### src/sv/sdci_pkg.sv
// Package for the SD card init sequencer: item structs, sequencer state,
// command, response and failure codes. No dependencies.
package sdci_pkg;

    // Configuration register indexes
    localparam logic [1:0] CFG_VOLT_WINDOW = 2'd0;
    localparam logic [1:0] CFG_BLOCK_LEN   = 2'd1;
    localparam logic [1:0] CFG_POLL_LIMIT  = 2'd2;

    // Input opcodes
    localparam logic OP_START    = 1'b0;
    localparam logic OP_COMPLETE = 1'b1;

    // Command status codes
    localparam logic [2:0] ST_OK        = 3'd0;
    localparam logic [2:0] ST_CMD_TMO   = 3'd1;
    localparam logic [2:0] ST_DATA_TMO  = 3'd2;
    localparam logic [2:0] ST_CMD_CRC   = 3'd3;
    localparam logic [2:0] ST_DATA_CRC  = 3'd4;

    // Result actions
    localparam logic [1:0] ACT_ISSUE = 2'd0;
    localparam logic [1:0] ACT_DONE  = 2'd1;
    localparam logic [1:0] ACT_FAIL  = 2'd2;

    // Expected response kinds
    localparam logic [2:0] RSP_NONE = 3'd0;
    localparam logic [2:0] RSP_R1   = 3'd1;
    localparam logic [2:0] RSP_R1B  = 3'd2;
    localparam logic [2:0] RSP_R2   = 3'd3;
    localparam logic [2:0] RSP_R3   = 3'd4;
    localparam logic [2:0] RSP_R6   = 3'd5;

    // Failure reasons
    localparam logic [2:0] FR_NONE       = 3'd0;
    localparam logic [2:0] FR_NO_CMD8    = 3'd1;
    localparam logic [2:0] FR_CMD8_CHECK = 3'd2;
    localparam logic [2:0] FR_CMD8_ERR   = 3'd3;
    localparam logic [2:0] FR_NOT_SD     = 3'd4;
    localparam logic [2:0] FR_ACMD41_ERR = 3'd5;
    localparam logic [2:0] FR_NEVER_RDY  = 3'd6;
    localparam logic [2:0] FR_NO_CID     = 3'd7;

    // Command indexes
    localparam logic [5:0] CMD_GO_IDLE  = 6'd0;
    localparam logic [5:0] CMD_ALL_CID  = 6'd2;
    localparam logic [5:0] CMD_SEND_RCA = 6'd3;
    localparam logic [5:0] CMD_BUS_WID  = 6'd6;
    localparam logic [5:0] CMD_SELECT   = 6'd7;
    localparam logic [5:0] CMD_IF_COND  = 6'd8;
    localparam logic [5:0] CMD_SEND_CSD = 6'd9;
    localparam logic [5:0] CMD_STATUS   = 6'd13;
    localparam logic [5:0] CMD_BLOCKLEN = 6'd16;
    localparam logic [5:0] CMD_OP_COND  = 6'd41;
    localparam logic [5:0] CMD_APP      = 6'd55;

    localparam logic [31:0] CHECK_ARG = 32'h0000_01AA;
    localparam logic [31:0] BUS_4BIT  = 32'd2;

    // CSD as received, without the CRC byte (CSD bits 127..8)
    localparam int CSD_W = 120;

    typedef enum logic [16:0] {
        PH_IDLE   = 17'b0_0000_0000_0000_0001,
        PH_CMD0   = 17'b0_0000_0000_0000_0010,
        PH_CMD8   = 17'b0_0000_0000_0000_0100,
        PH_INQ55  = 17'b0_0000_0000_0000_1000,
        PH_INQ41  = 17'b0_0000_0000_0001_0000,
        PH_POLL55 = 17'b0_0000_0000_0010_0000,
        PH_POLL41 = 17'b0_0000_0000_0100_0000,
        PH_CID    = 17'b0_0000_0000_1000_0000,
        PH_RCA    = 17'b0_0000_0001_0000_0000,
        PH_CSD    = 17'b0_0000_0010_0000_0000,
        PH_STAT   = 17'b0_0000_0100_0000_0000,
        PH_SEL    = 17'b0_0000_1000_0000_0000,
        PH_BUS55  = 17'b0_0001_0000_0000_0000,
        PH_BUS6   = 17'b0_0010_0000_0000_0000,
        PH_BLEN   = 17'b0_0100_0000_0000_0000,
        PH_DONE   = 17'b0_1000_0000_0000_0000,
        PH_FAIL   = 17'b1_0000_0000_0000_0000
    } t_phase;

    typedef struct packed {
        t_phase      phase;
        logic [7:0]  poll_count;
        logic [15:0] rca;
        logic        ccs;
    } t_seq_state;

    typedef struct packed {
        logic [31:0] volt_window;
        logic [11:0] block_len;
        logic [7:0]  poll_limit;
    } t_cfg;

    typedef struct packed {
        logic        op;
        logic [2:0]  cmd_status;
        logic [31:0] resp_word0;
        logic [31:0] resp_word1;
        logic [31:0] resp_word2;
        logic [31:0] resp_word3;
    } t_in_item;

    typedef struct packed {
        logic [1:0]  action;
        logic [5:0]  cmd_index;
        logic [31:0] cmd_arg;
        logic [2:0]  rsp_kind;
        logic [2:0]  fail_reason;
        logic        is_high_capacity;
        logic [15:0] card_addr;
        logic [42:0] capacity_bytes;
        logic        capacity_valid;
    } t_out_item;

endpackage

### src/sv/sdci_cap.sv
// Capacity decode from the stored CSD register (structure versions 1 and 2).
// Depends on sdci_pkg.
module sdci_cap (
    input  logic [sdci_pkg::CSD_W-1:0] i_csd,
    output logic [42:0]                o_cap_bytes,
    output logic                       o_cap_valid
);
    import sdci_pkg::*;

    // i_csd bit k holds CSD bit k+8
    logic [1:0]  csd_struct;
    logic [12:0] v1_size;
    logic [3:0]  v1_shift;
    logic [3:0]  v1_bl;
    logic [22:0] v2_size;
    logic [42:0] v1_cap;
    logic [42:0] v2_cap;

    always_comb begin
        csd_struct = i_csd[119:118];
        v1_size    = {1'b0, i_csd[65:54]} + 13'd1;
        v1_shift   = {1'b0, i_csd[41:39]} + 4'd2;
        v1_bl      = i_csd[75:72];
        v2_size    = {1'b0, i_csd[61:40]} + 23'd1;
        v1_cap     = (43'(v1_size) << v1_shift) << v1_bl;
        // size times 512 KiB
        v2_cap     = 43'(v2_size) << 19;
        unique case (csd_struct)
            2'd0: begin
                o_cap_bytes = v1_cap;
                o_cap_valid = 1'b1;
            end
            2'd1: begin
                o_cap_bytes = v2_cap;
                o_cap_valid = 1'b1;
            end
            default: begin
                o_cap_bytes = '0;
                o_cap_valid = 1'b0;
            end
        endcase
    end
endmodule

### src/sv/sdci_step.sv
// Decision logic of the init sequencer: next phase, stored card data and the
// result item for one input item. Depends on sdci_pkg.
module sdci_step (
    input  sdci_pkg::t_seq_state i_state,
    input  sdci_pkg::t_cfg       i_cfg,
    input  sdci_pkg::t_in_item   i_item,
    input  logic [42:0]          i_cap_bytes,
    input  logic                 i_cap_valid,
    output sdci_pkg::t_seq_state o_state,
    output logic                 o_emit,
    output logic                 o_csd_we,
    output sdci_pkg::t_out_item  o_result
);
    import sdci_pkg::*;

    logic [31:0] w0;
    logic [2:0]  st;
    logic [31:0] rarg;
    logic [7:0]  poll_inc;
    logic [1:0]  act;
    logic [5:0]  idx;
    logic [31:0] arg;
    logic [2:0]  rsp;
    logic [2:0]  reason;

    always_comb begin
        w0       = i_item.resp_word0;
        st       = i_item.cmd_status;
        rarg     = {i_state.rca, 16'h0000};
        poll_inc = (i_state.poll_count == 8'hFF) ? 8'hFF : i_state.poll_count + 8'd1;

        o_state  = i_state;
        o_emit   = 1'b1;
        o_csd_we = 1'b0;
        act      = ACT_ISSUE;
        idx      = CMD_GO_IDLE;
        arg      = '0;
        rsp      = RSP_NONE;
        reason   = FR_NONE;

        if (i_item.op == OP_START) begin
            o_state.phase      = PH_CMD0;
            o_state.poll_count = '0;
            o_state.rca        = '0;
            o_state.ccs        = 1'b0;
        end else begin
            unique case (i_state.phase)
                PH_CMD0: begin
                    o_state.phase = PH_CMD8;
                    idx = CMD_IF_COND;
                    arg = CHECK_ARG;
                    rsp = RSP_R1;
                end
                PH_CMD8: begin
                    priority if (st == ST_CMD_TMO || st == ST_DATA_TMO) begin
                        act    = ACT_FAIL;
                        reason = FR_NO_CMD8;
                    end else if (st == ST_CMD_CRC || st == ST_DATA_CRC
                                 || w0[11:8] != CHECK_ARG[11:8]
                                 || w0[7:0] != CHECK_ARG[7:0]) begin
                        act    = ACT_FAIL;
                        reason = FR_CMD8_CHECK;
                    end else if (st != ST_OK) begin
                        act    = ACT_FAIL;
                        reason = FR_CMD8_ERR;
                    end else begin
                        o_state.phase = PH_INQ55;
                        idx = CMD_APP;
                        rsp = RSP_R1;
                    end
                end
                PH_INQ55: begin
                    if (st != ST_OK) begin
                        act    = ACT_FAIL;
                        reason = FR_NOT_SD;
                    end else begin
                        o_state.phase = PH_INQ41;
                        idx = CMD_OP_COND;
                        rsp = RSP_R3;
                    end
                end
                PH_INQ41: begin
                    if (st != ST_OK) begin
                        act    = ACT_FAIL;
                        reason = FR_ACMD41_ERR;
                    end else begin
                        o_state.phase      = PH_POLL55;
                        o_state.poll_count = '0;
                        idx = CMD_APP;
                        rsp = RSP_R1;
                    end
                end
                PH_POLL55: begin
                    o_state.phase = PH_POLL41;
                    idx = CMD_OP_COND;
                    arg = i_cfg.volt_window;
                    rsp = RSP_R3;
                end
                PH_POLL41: begin
                    o_state.poll_count = poll_inc;
                    // ready wins even on the last allowed poll
                    priority if (w0[31]) begin
                        o_state.ccs   = w0[30];
                        o_state.phase = PH_CID;
                        idx = CMD_ALL_CID;
                        rsp = RSP_R2;
                    end else if (poll_inc >= i_cfg.poll_limit) begin
                        act    = ACT_FAIL;
                        reason = FR_NEVER_RDY;
                    end else begin
                        o_state.phase = PH_POLL55;
                        idx = CMD_APP;
                        rsp = RSP_R1;
                    end
                end
                PH_CID: begin
                    if (st != ST_OK) begin
                        act    = ACT_FAIL;
                        reason = FR_NO_CID;
                    end else begin
                        o_state.phase = PH_RCA;
                        idx = CMD_SEND_RCA;
                        rsp = RSP_R6;
                    end
                end
                PH_RCA: begin
                    o_state.rca   = w0[31:16];
                    o_state.phase = PH_CSD;
                    idx = CMD_SEND_CSD;
                    arg = {w0[31:16], 16'h0000};
                    rsp = RSP_R2;
                end
                PH_CSD: begin
                    o_csd_we      = 1'b1;
                    o_state.phase = PH_STAT;
                    idx = CMD_STATUS;
                    arg = rarg;
                    rsp = RSP_R1;
                end
                PH_STAT: begin
                    o_state.phase = PH_SEL;
                    idx = CMD_SELECT;
                    arg = rarg;
                    rsp = RSP_R1B;
                end
                PH_SEL: begin
                    o_state.phase = PH_BUS55;
                    idx = CMD_APP;
                    arg = rarg;
                    rsp = RSP_R1;
                end
                PH_BUS55: begin
                    o_state.phase = PH_BUS6;
                    idx = CMD_BUS_WID;
                    arg = BUS_4BIT;
                    rsp = RSP_R1;
                end
                PH_BUS6: begin
                    if (!i_state.ccs) begin
                        o_state.phase = PH_BLEN;
                        idx = CMD_BLOCKLEN;
                        arg = 32'(i_cfg.block_len);
                        rsp = RSP_R1;
                    end else begin
                        act = ACT_DONE;
                    end
                end
                PH_BLEN: begin
                    act = ACT_DONE;
                end
                default: begin
                    // idle, done or failed: nothing outstanding, drop the item
                    o_emit = 1'b0;
                end
            endcase
            if (act == ACT_FAIL) begin
                o_state.phase = PH_FAIL;
            end else if (act == ACT_DONE) begin
                o_state.phase = PH_DONE;
            end
        end

        o_result.action           = act;
        o_result.cmd_index        = idx;
        o_result.cmd_arg          = arg;
        o_result.rsp_kind         = rsp;
        o_result.fail_reason      = reason;
        o_result.is_high_capacity = o_state.ccs;
        o_result.card_addr        = o_state.rca;
        o_result.capacity_bytes   = (act == ACT_DONE) ? i_cap_bytes : '0;
        o_result.capacity_valid   = (act == ACT_DONE) ? i_cap_valid : 1'b0;
    end
endmodule

### src/sv/sd_card_init_sequencer.sv
// SD card init sequencer top level: input register, sequencer state, CSD
// store and result register. Depends on sdci_pkg, sdci_step and sdci_cap.
//
// Use: send a start item (op 0) to begin; after that, send one completion
// item (op 1) with status and response words for each command issued. Each
// item that has something outstanding yields one result item: the next
// command with its argument and expected response, done with the decoded
// card capacity, or failed with a reason. A completion while idle, done or
// failed yields nothing. A start at any time restarts from CMD0.
// Channels use valid/stall; an item moves when valid is high and stall low.
// An accepted item waits in the input register while the decision logic loads
// the result register; the result is then offered from the result register.
// Throughput is one item per cycle while the receiver does not stall, set by
// the single decision stage.
// When the receiver stalls, the result register holds and the input stall
// rises once the input register is also full.
// Reset clears phase to idle, card address, capacity flag, poll count and
// loads the configuration defaults; the CSD store is not reset.
// Configuration writes are taken any cycle the write enable is high.
module sd_card_init_sequencer #(
    parameter logic [31:0] VOLT_WINDOW_RST = 32'h4000_0000,
    parameter logic [11:0] BLOCK_LEN_RST   = 12'd512,
    parameter logic [7:0]  POLL_LIMIT_RST  = 8'd12
) (
    input  logic                i_clk,
    input  logic                i_rst_n,
    input  logic                i_cfg_we,
    input  logic [1:0]          i_cfg_idx,
    input  logic [31:0]         i_cfg_data,
    input  logic                i_in_valid,
    output logic                o_in_stall,
    input  sdci_pkg::t_in_item  i_in_item,
    output logic                o_out_valid,
    input  logic                i_out_stall,
    output sdci_pkg::t_out_item o_out_item
);
    import sdci_pkg::*;

    t_cfg                r_cfg;
    t_seq_state          r_state;
    t_seq_state          n_state;
    logic                r_in_valid;
    t_in_item            r_in;
    logic                r_out_valid;
    t_out_item           r_out;
    t_out_item           n_out;
    logic [CSD_W-1:0]    r_csd;
    logic                step_emit;
    logic                csd_we;
    logic                advance;
    logic [42:0]         cap_bytes;
    logic                cap_valid;

    assign advance    = !r_out_valid || !i_out_stall;
    assign o_in_stall = r_in_valid && !advance;

    sdci_cap u_cap (
        .i_csd       (r_csd),
        .o_cap_bytes (cap_bytes),
        .o_cap_valid (cap_valid)
    );

    sdci_step u_step (
        .i_state     (r_state),
        .i_cfg       (r_cfg),
        .i_item      (r_in),
        .i_cap_bytes (cap_bytes),
        .i_cap_valid (cap_valid),
        .o_state     (n_state),
        .o_emit      (step_emit),
        .o_csd_we    (csd_we),
        .o_result    (n_out)
    );

    always_ff @(posedge i_clk) begin
        if (!i_rst_n) begin
            r_cfg.volt_window <= VOLT_WINDOW_RST;
            r_cfg.block_len   <= BLOCK_LEN_RST;
            r_cfg.poll_limit  <= POLL_LIMIT_RST;
        end else if (i_cfg_we) begin
            unique case (i_cfg_idx)
                CFG_VOLT_WINDOW: r_cfg.volt_window <= i_cfg_data;
                CFG_BLOCK_LEN:   r_cfg.block_len   <= i_cfg_data[11:0];
                CFG_POLL_LIMIT:  r_cfg.poll_limit  <= i_cfg_data[7:0];
                default: ;
            endcase
        end
    end

    always_ff @(posedge i_clk) begin
        if (!i_rst_n) begin
            r_in_valid <= 1'b0;
        end else if (!o_in_stall) begin
            r_in_valid <= i_in_valid;
        end
    end

    always_ff @(posedge i_clk) begin
        if (!o_in_stall) begin
            r_in <= i_in_item;
        end
    end

    always_ff @(posedge i_clk) begin
        if (!i_rst_n) begin
            r_state.phase      <= PH_IDLE;
            r_state.poll_count <= '0;
            r_state.rca        <= '0;
            r_state.ccs        <= 1'b0;
            r_out_valid        <= 1'b0;
        end else if (r_in_valid && advance) begin
            r_state     <= n_state;
            r_out_valid <= step_emit;
        end else if (!i_out_stall) begin
            r_out_valid <= 1'b0;
        end
    end

    // Hold the stored CSD without the CRC byte, and load the result register
    always_ff @(posedge i_clk) begin
        if (r_in_valid && advance && csd_we) begin
            r_csd <= {r_in.resp_word3[23:0], r_in.resp_word2,
                      r_in.resp_word1, r_in.resp_word0};
        end
        if (r_in_valid && advance && step_emit) begin
            r_out <= n_out;
        end
    end

    assign o_out_valid = r_out_valid;
    assign o_out_item  = r_out;

`ifndef ASSERT_OFF
    a_start_restarts: assert property (@(posedge i_clk) disable iff (!i_rst_n)
        (r_in_valid && advance && r_in.op == OP_START)
        |=> (r_state.phase == PH_CMD0 && r_state.poll_count == 8'd0
             && r_state.rca == 16'd0 && o_out_valid))
        else $error("start item did not restart the sequence");

    a_idle_cmd_zero: assert property (@(posedge i_clk) disable iff (!i_rst_n)
        (o_out_valid && o_out_item.action != ACT_ISSUE)
        |-> (o_out_item.cmd_index == 6'd0 && o_out_item.cmd_arg == 32'd0
             && o_out_item.rsp_kind == RSP_NONE))
        else $error("command fields set on a non-issue result");

    a_reason_on_fail: assert property (@(posedge i_clk) disable iff (!i_rst_n)
        o_out_valid |-> ((o_out_item.fail_reason != FR_NONE)
                         == (o_out_item.action == ACT_FAIL)))
        else $error("fail reason does not match action");

    a_cap_on_done: assert property (@(posedge i_clk) disable iff (!i_rst_n)
        (o_out_valid && o_out_item.capacity_valid) |-> (o_out_item.action == ACT_DONE))
        else $error("capacity reported without done");

    a_done_phase: assert property (@(posedge i_clk) disable iff (!i_rst_n)
        (r_in_valid && advance && step_emit && n_out.action == ACT_DONE)
        |=> (r_state.phase == PH_DONE))
        else $error("done result without done phase");
`endif
endmodule

### config.mk
export PLATFORM = sky130hd
export DESIGN_NAME = sd_card_init_sequencer
export DESIGN_NICKNAME = d
export VERILOG_FILES = /design/src/sv/sdci_pkg.sv /design/src/sv/sdci_cap.sv /design/src/sv/sdci_step.sv /design/src/sv/sd_card_init_sequencer.sv
export SDC_FILE = /design/constraint.sdc
export NUM_CORES = 1
export LEC_CHECK = 0
export BUFFER_PORTS_ARGS = -buffer_cell sky130_fd_sc_hd__clkbuf_2
export CAP_MARGIN = 30
export CORE_UTILIZATION = 54
export CTS_BUF_LIST = sky130_fd_sc_hd__clkbuf_4 sky130_fd_sc_hd__clkbuf_8 sky130_fd_sc_hd__clkbuf_16
export CTS_CLUSTER_DIAMETER = 200
export DETAILED_ROUTE_END_ITERATION = 12
export PLACE_DENSITY_LB_ADDON = 0.05
export SYNTH_ARGS = -nofsm -noshare
export SYNTH_HDL_FRONTEND = slang
export SYNTH_HIERARCHICAL = 1
export SYNTH_SLANG_ARGS = --single-unit
export TNS_END_PERCENT = 10
### constraint.sdc
create_clock -name i_clk -period 8.3 [get_ports i_clk]
set_clock_uncertainty 0.05 [all_clocks]
set_input_delay 0.415 -clock i_clk [delete_from_list [all_inputs] [get_ports i_clk]]
set_output_delay 0.415 -clock i_clk [all_outputs]
set_load 0.1 [all_outputs]
Word level (Yosys, flattened, before mapping)
Index checks and enable logic that the tools add are counted.
Widths: inputs -> output; s select.

word-level totals
  flip-flop bits (word level) = 447
  input port bits = 171
  output and inout port bits = 109
  logic and storage cells = 160

operators by class
  multiplexer cells = 64
  $lt $le $gt $ge = 1
  equality and inequality tests = 39
  add/subtract/negate cells = 4
  reduce and logical (&&, ||, !) cells = 25
  shift-type cells = 2

operators with widths
  kind                   number
  $pmux 17 s13           1
  $pmux 32 s6            1
  $mux 17                10
  $pmux 43 s2            1
  $pmux 6 s13            1
  $shl 13x4->43          1
  $shl 43x4->43          1
  $mux 42                1
  $mux 3                 12
  $mux 6                 6
  $ne 5x5->1 const B     6
  $pmux 3 s10            1
  $mux 25                1
  $add 22x1->23 const B  1
  $mux 2                 9
  $eq 17x10->1 const B   1
  $eq 17x11->1 const B   1
  $eq 17x12->1 const B   1
  $eq 17x13->1 const B   1
  $eq 17x14->1 const B   1
  $eq 17x15->1 const B   1
  $eq 17x2->1 const B    1
  $eq 17x3->1 const B    1
  $eq 17x4->1 const B    1
  other kinds (43)       73

Depth between registers and ports, before layout
  word-level depth = 12
  gate-level depth with buffers = 13
  mapped depth without buffers = 13

Hierarchy
Netlist, hierarchy kept.

by module, submodules not included
  module                  sequential area each (um^2)  area each (um^2)  cells each  instances
  sd_card_init_sequencer  12,702.2                     14,606.5          763         1
  sdci_cap                0.0                          3,982.6           642         1
  sdci_step               0.0                          2,907.8           483         1

Least setup slack after synthesis
OpenSTA, ideal clock, no wires.

  path kind = register -> register
  start = register r_state[17] (netlist name)
  end = register r_out (netlist bit o_out_item[0]) (enable)
  cell stages (with the launch flop) = 14
  setup time = 608 ps
  path slack = -350 ps
  period minus slack after synthesis = 8,650 ps
  data arrival time = 7,992 ps
  data required time = 7,642 ps
  buffers on the path = 0
  path through = dfxtp_1 -> ha_1 -> and3_1 -> nand3_1 -> nand2_1 -> ha_1 -> and3_1 -> a221o_1 -> a31oi_1 -> nor3_1 -> a2111oi_4 -> or2_1 -> nand2_1 -> a21oi_1

RTL lines
  item                  RTL line                       source
  to (signal assigned)  sd_card_init_sequencer.sv:126  r_out <= n_out;
  to (decl)             sd_card_init_sequencer.sv:45   t_out_item r_out;

==> impl_metrics.yaml <==
run_status:
  status: "completed"
route:
  routedWlPerCell_um: 21.1
  vias: 14600
  wl_um: 49500
  firstDrtPassIters: 6
  via_per_inst: 6.22
  dr.first_iter.drc_count: 1577
  drc: 0
  ant_nets: 0
worst_hold_path:
  hold_path.class: "in -> reg"
  holdPathStages: 3
critical_path:
  start_kind: "flip-flop"
  required_ns: 8.45
  rr_worst_depth: 14
  cp_max_fo: 94
  arrival_ns: 5.33
  worst_setup_path_end_kind: "flip-flop"
  criticalPathCategory: "reg -> reg"
timing:
  period_needed_ns: 5.17
  finalMaxSlewViolations: 0
  slew_headroom_pct: 29.3
  setup_tns_ns: 0
  tightest_slew_ns: 1.06
  rsz0062_at_grt: "no"
  hold_violations: 0
  setup_viol: 0
  min_period_over_period_pct: 62.3
  fmax_mhz: 193
global_routing:
  grt_pass1_wl_um: 75000
  grt_usage_pct: 30.3
  grt_pass1_vias: 13500
  grt_max_degree: 95
  gr-total-overflow: 0
  antenna_found_initial: 2
pwr:
  power_mw: 3.22
  p_per_area_mw_per_mm2: 164
  p_leak_nw: 7.42
  ir_drop_mv: 0.184
floorplanning:
  core_mm2: 0.0307
  die_x_um: 179
  die_area_mm2: 0.0320
  boundaryPins: 280
  placementRows: 64
  start_util_pct: 55.0
  die-height_um: 179
cells_and_area:
  finalInstanceArea_mm2: 0.0196
  layout.nets: 2109
  fillers: 2568
  drive_above_1_share_pct: 17.5
  area_growth_pct: 16.4
synth:
  synth_area_mm2: 0.0169
  avgSynthCellArea_um2: 9.73
  netlist_instances: 1734
  yosysWarningCount: 6
  mappedNetlistNets: 1916
clocking:
  insertion_delay_ns: 0.58
  clock_sinks: 301
  postCtsSetupBuffers: 0
  cts_hold_buffers: 65
  clkTransAtPathRegs_ns: 0.07
  cts_resized: 0
  clockRootBuffer: "clkbuf_16"
  clockBufferDepth: 3
  cts-buffers-inserted: 31
  ctsHtreeMaxLevel: 1
  cts_tree: "done"
placement:
  port_buffers: 212
  routabilityCongestion: 0.965
  dp_hpwl_um: 34300
  placed_cell_area_mm2: 0.0180
run:
  max_cap_violations: 0
-- cells in the final DEF, fill, tap and decap left out, drive strengths merged, types with 18 or more instances in the layout --
cell         instances
and3                18
dlygate4sd3         65
nand4               20
nor2               122
nand2              298
o211ai              22
nand3               50
a21oi               89
o21ai               41
and2                62
nor3                44
edfxtp             205
dfxtp               96
o22ai               21
buf                 22
inv                 41
mux2i              114
clkbuf             254
-- worst max-delay path: stages (launching register included) --
cell	delay, ns
dfxtp_1	0.42
ha_1	0.29
and3_1	0.22
nand3_1	0.25
nand2_1	0.22
ha_1	0.25
and3_1	0.18
a221o_1	0.35
a31oi_1	0.41
nor3_1	0.15
a2111oi_4	0.62
or2_1	0.21
nand2_1	0.10
a21oi_4	0.49
buf_12	0.49
-- worst paths after layout --
path / from / end / slack, ns
worst min-delay path: i_cfg_data[24] / r_cfg[44]$_SDFFE_PN0P_ / 0.02
worst max-delay path: r_state[17]$_SDFFE_PN0P_ / o_out_item[36]$_DFFE_PP_ / 3.13
worst max register to register: r_state[17]$_SDFFE_PN0P_ / o_out_item[36]$_DFFE_PP_ / 3.13
worst min register to register: r_in[84]$_DFFE_PN_ / r_csd[52]$_DFFE_PP_ / 0.36
-- per-stage QoR --
stage	hold slack (ns)	util, %	setup WS, ns	std cells
after floorplan	0.350	-	2.07	1734
after global placement	0.350	58.3	3.24	2221
after detailed placement	0.355	58.6	3.22	2225
after CTS	0.00207	64.0	3.19	2348
after global routing	0.0216	64.0	2.96	2349
final	0.0214	64.0	3.13	2349
-- per-layer routing --
layer,vias to the layer above,global-route usage (%),routed length (µm)
li1,6821,-,-
met1,7029,39.5,20200
met2,656,51.1,24300
met3,109,4.05,3390
met4,2,11.3,1660
met5,-,0,23
-- flip-flops by register name, summed over array words and instances, names as in the netlist --
| name | count |
|---|---|
| o_out_valid | 1 |
| r_in_valid | 1 |
| r_in | 65 |
| r_cfg | 52 |
| o_out_item | 107 |
| r_state | 42 |
| r_csd | 33 |
-- layout make-up --
| type | count | area [µm²] | area share (%) |
|---|---|---|---|
| Clock inverter | 15 | 121 | 0.618 |
| Sequential cell | 301 | 8080 | 41.1 |
| Tap cell | 396 | 495 | 2.52 |
| Multi-Input combinational cell | 1254 | 7960 | 40.5 |
| Antenna cell | 1 | 2.50 | 0.0127 |
| Clock buffer | 43 | 885 | 4.51 |
| Timing Repair Buffer | 298 | 1940 | 9.86 |
| Inverter | 41 | 154 | 0.784 |
-- power breakdown --
part	internal (mW)	total, mW	switching, mW
sequential	1.63	1.65	0.0193
clock	0.780	1.37	0.591
combinational	0.0688	0.194	0.125
(Power assumes the default switching activity.)
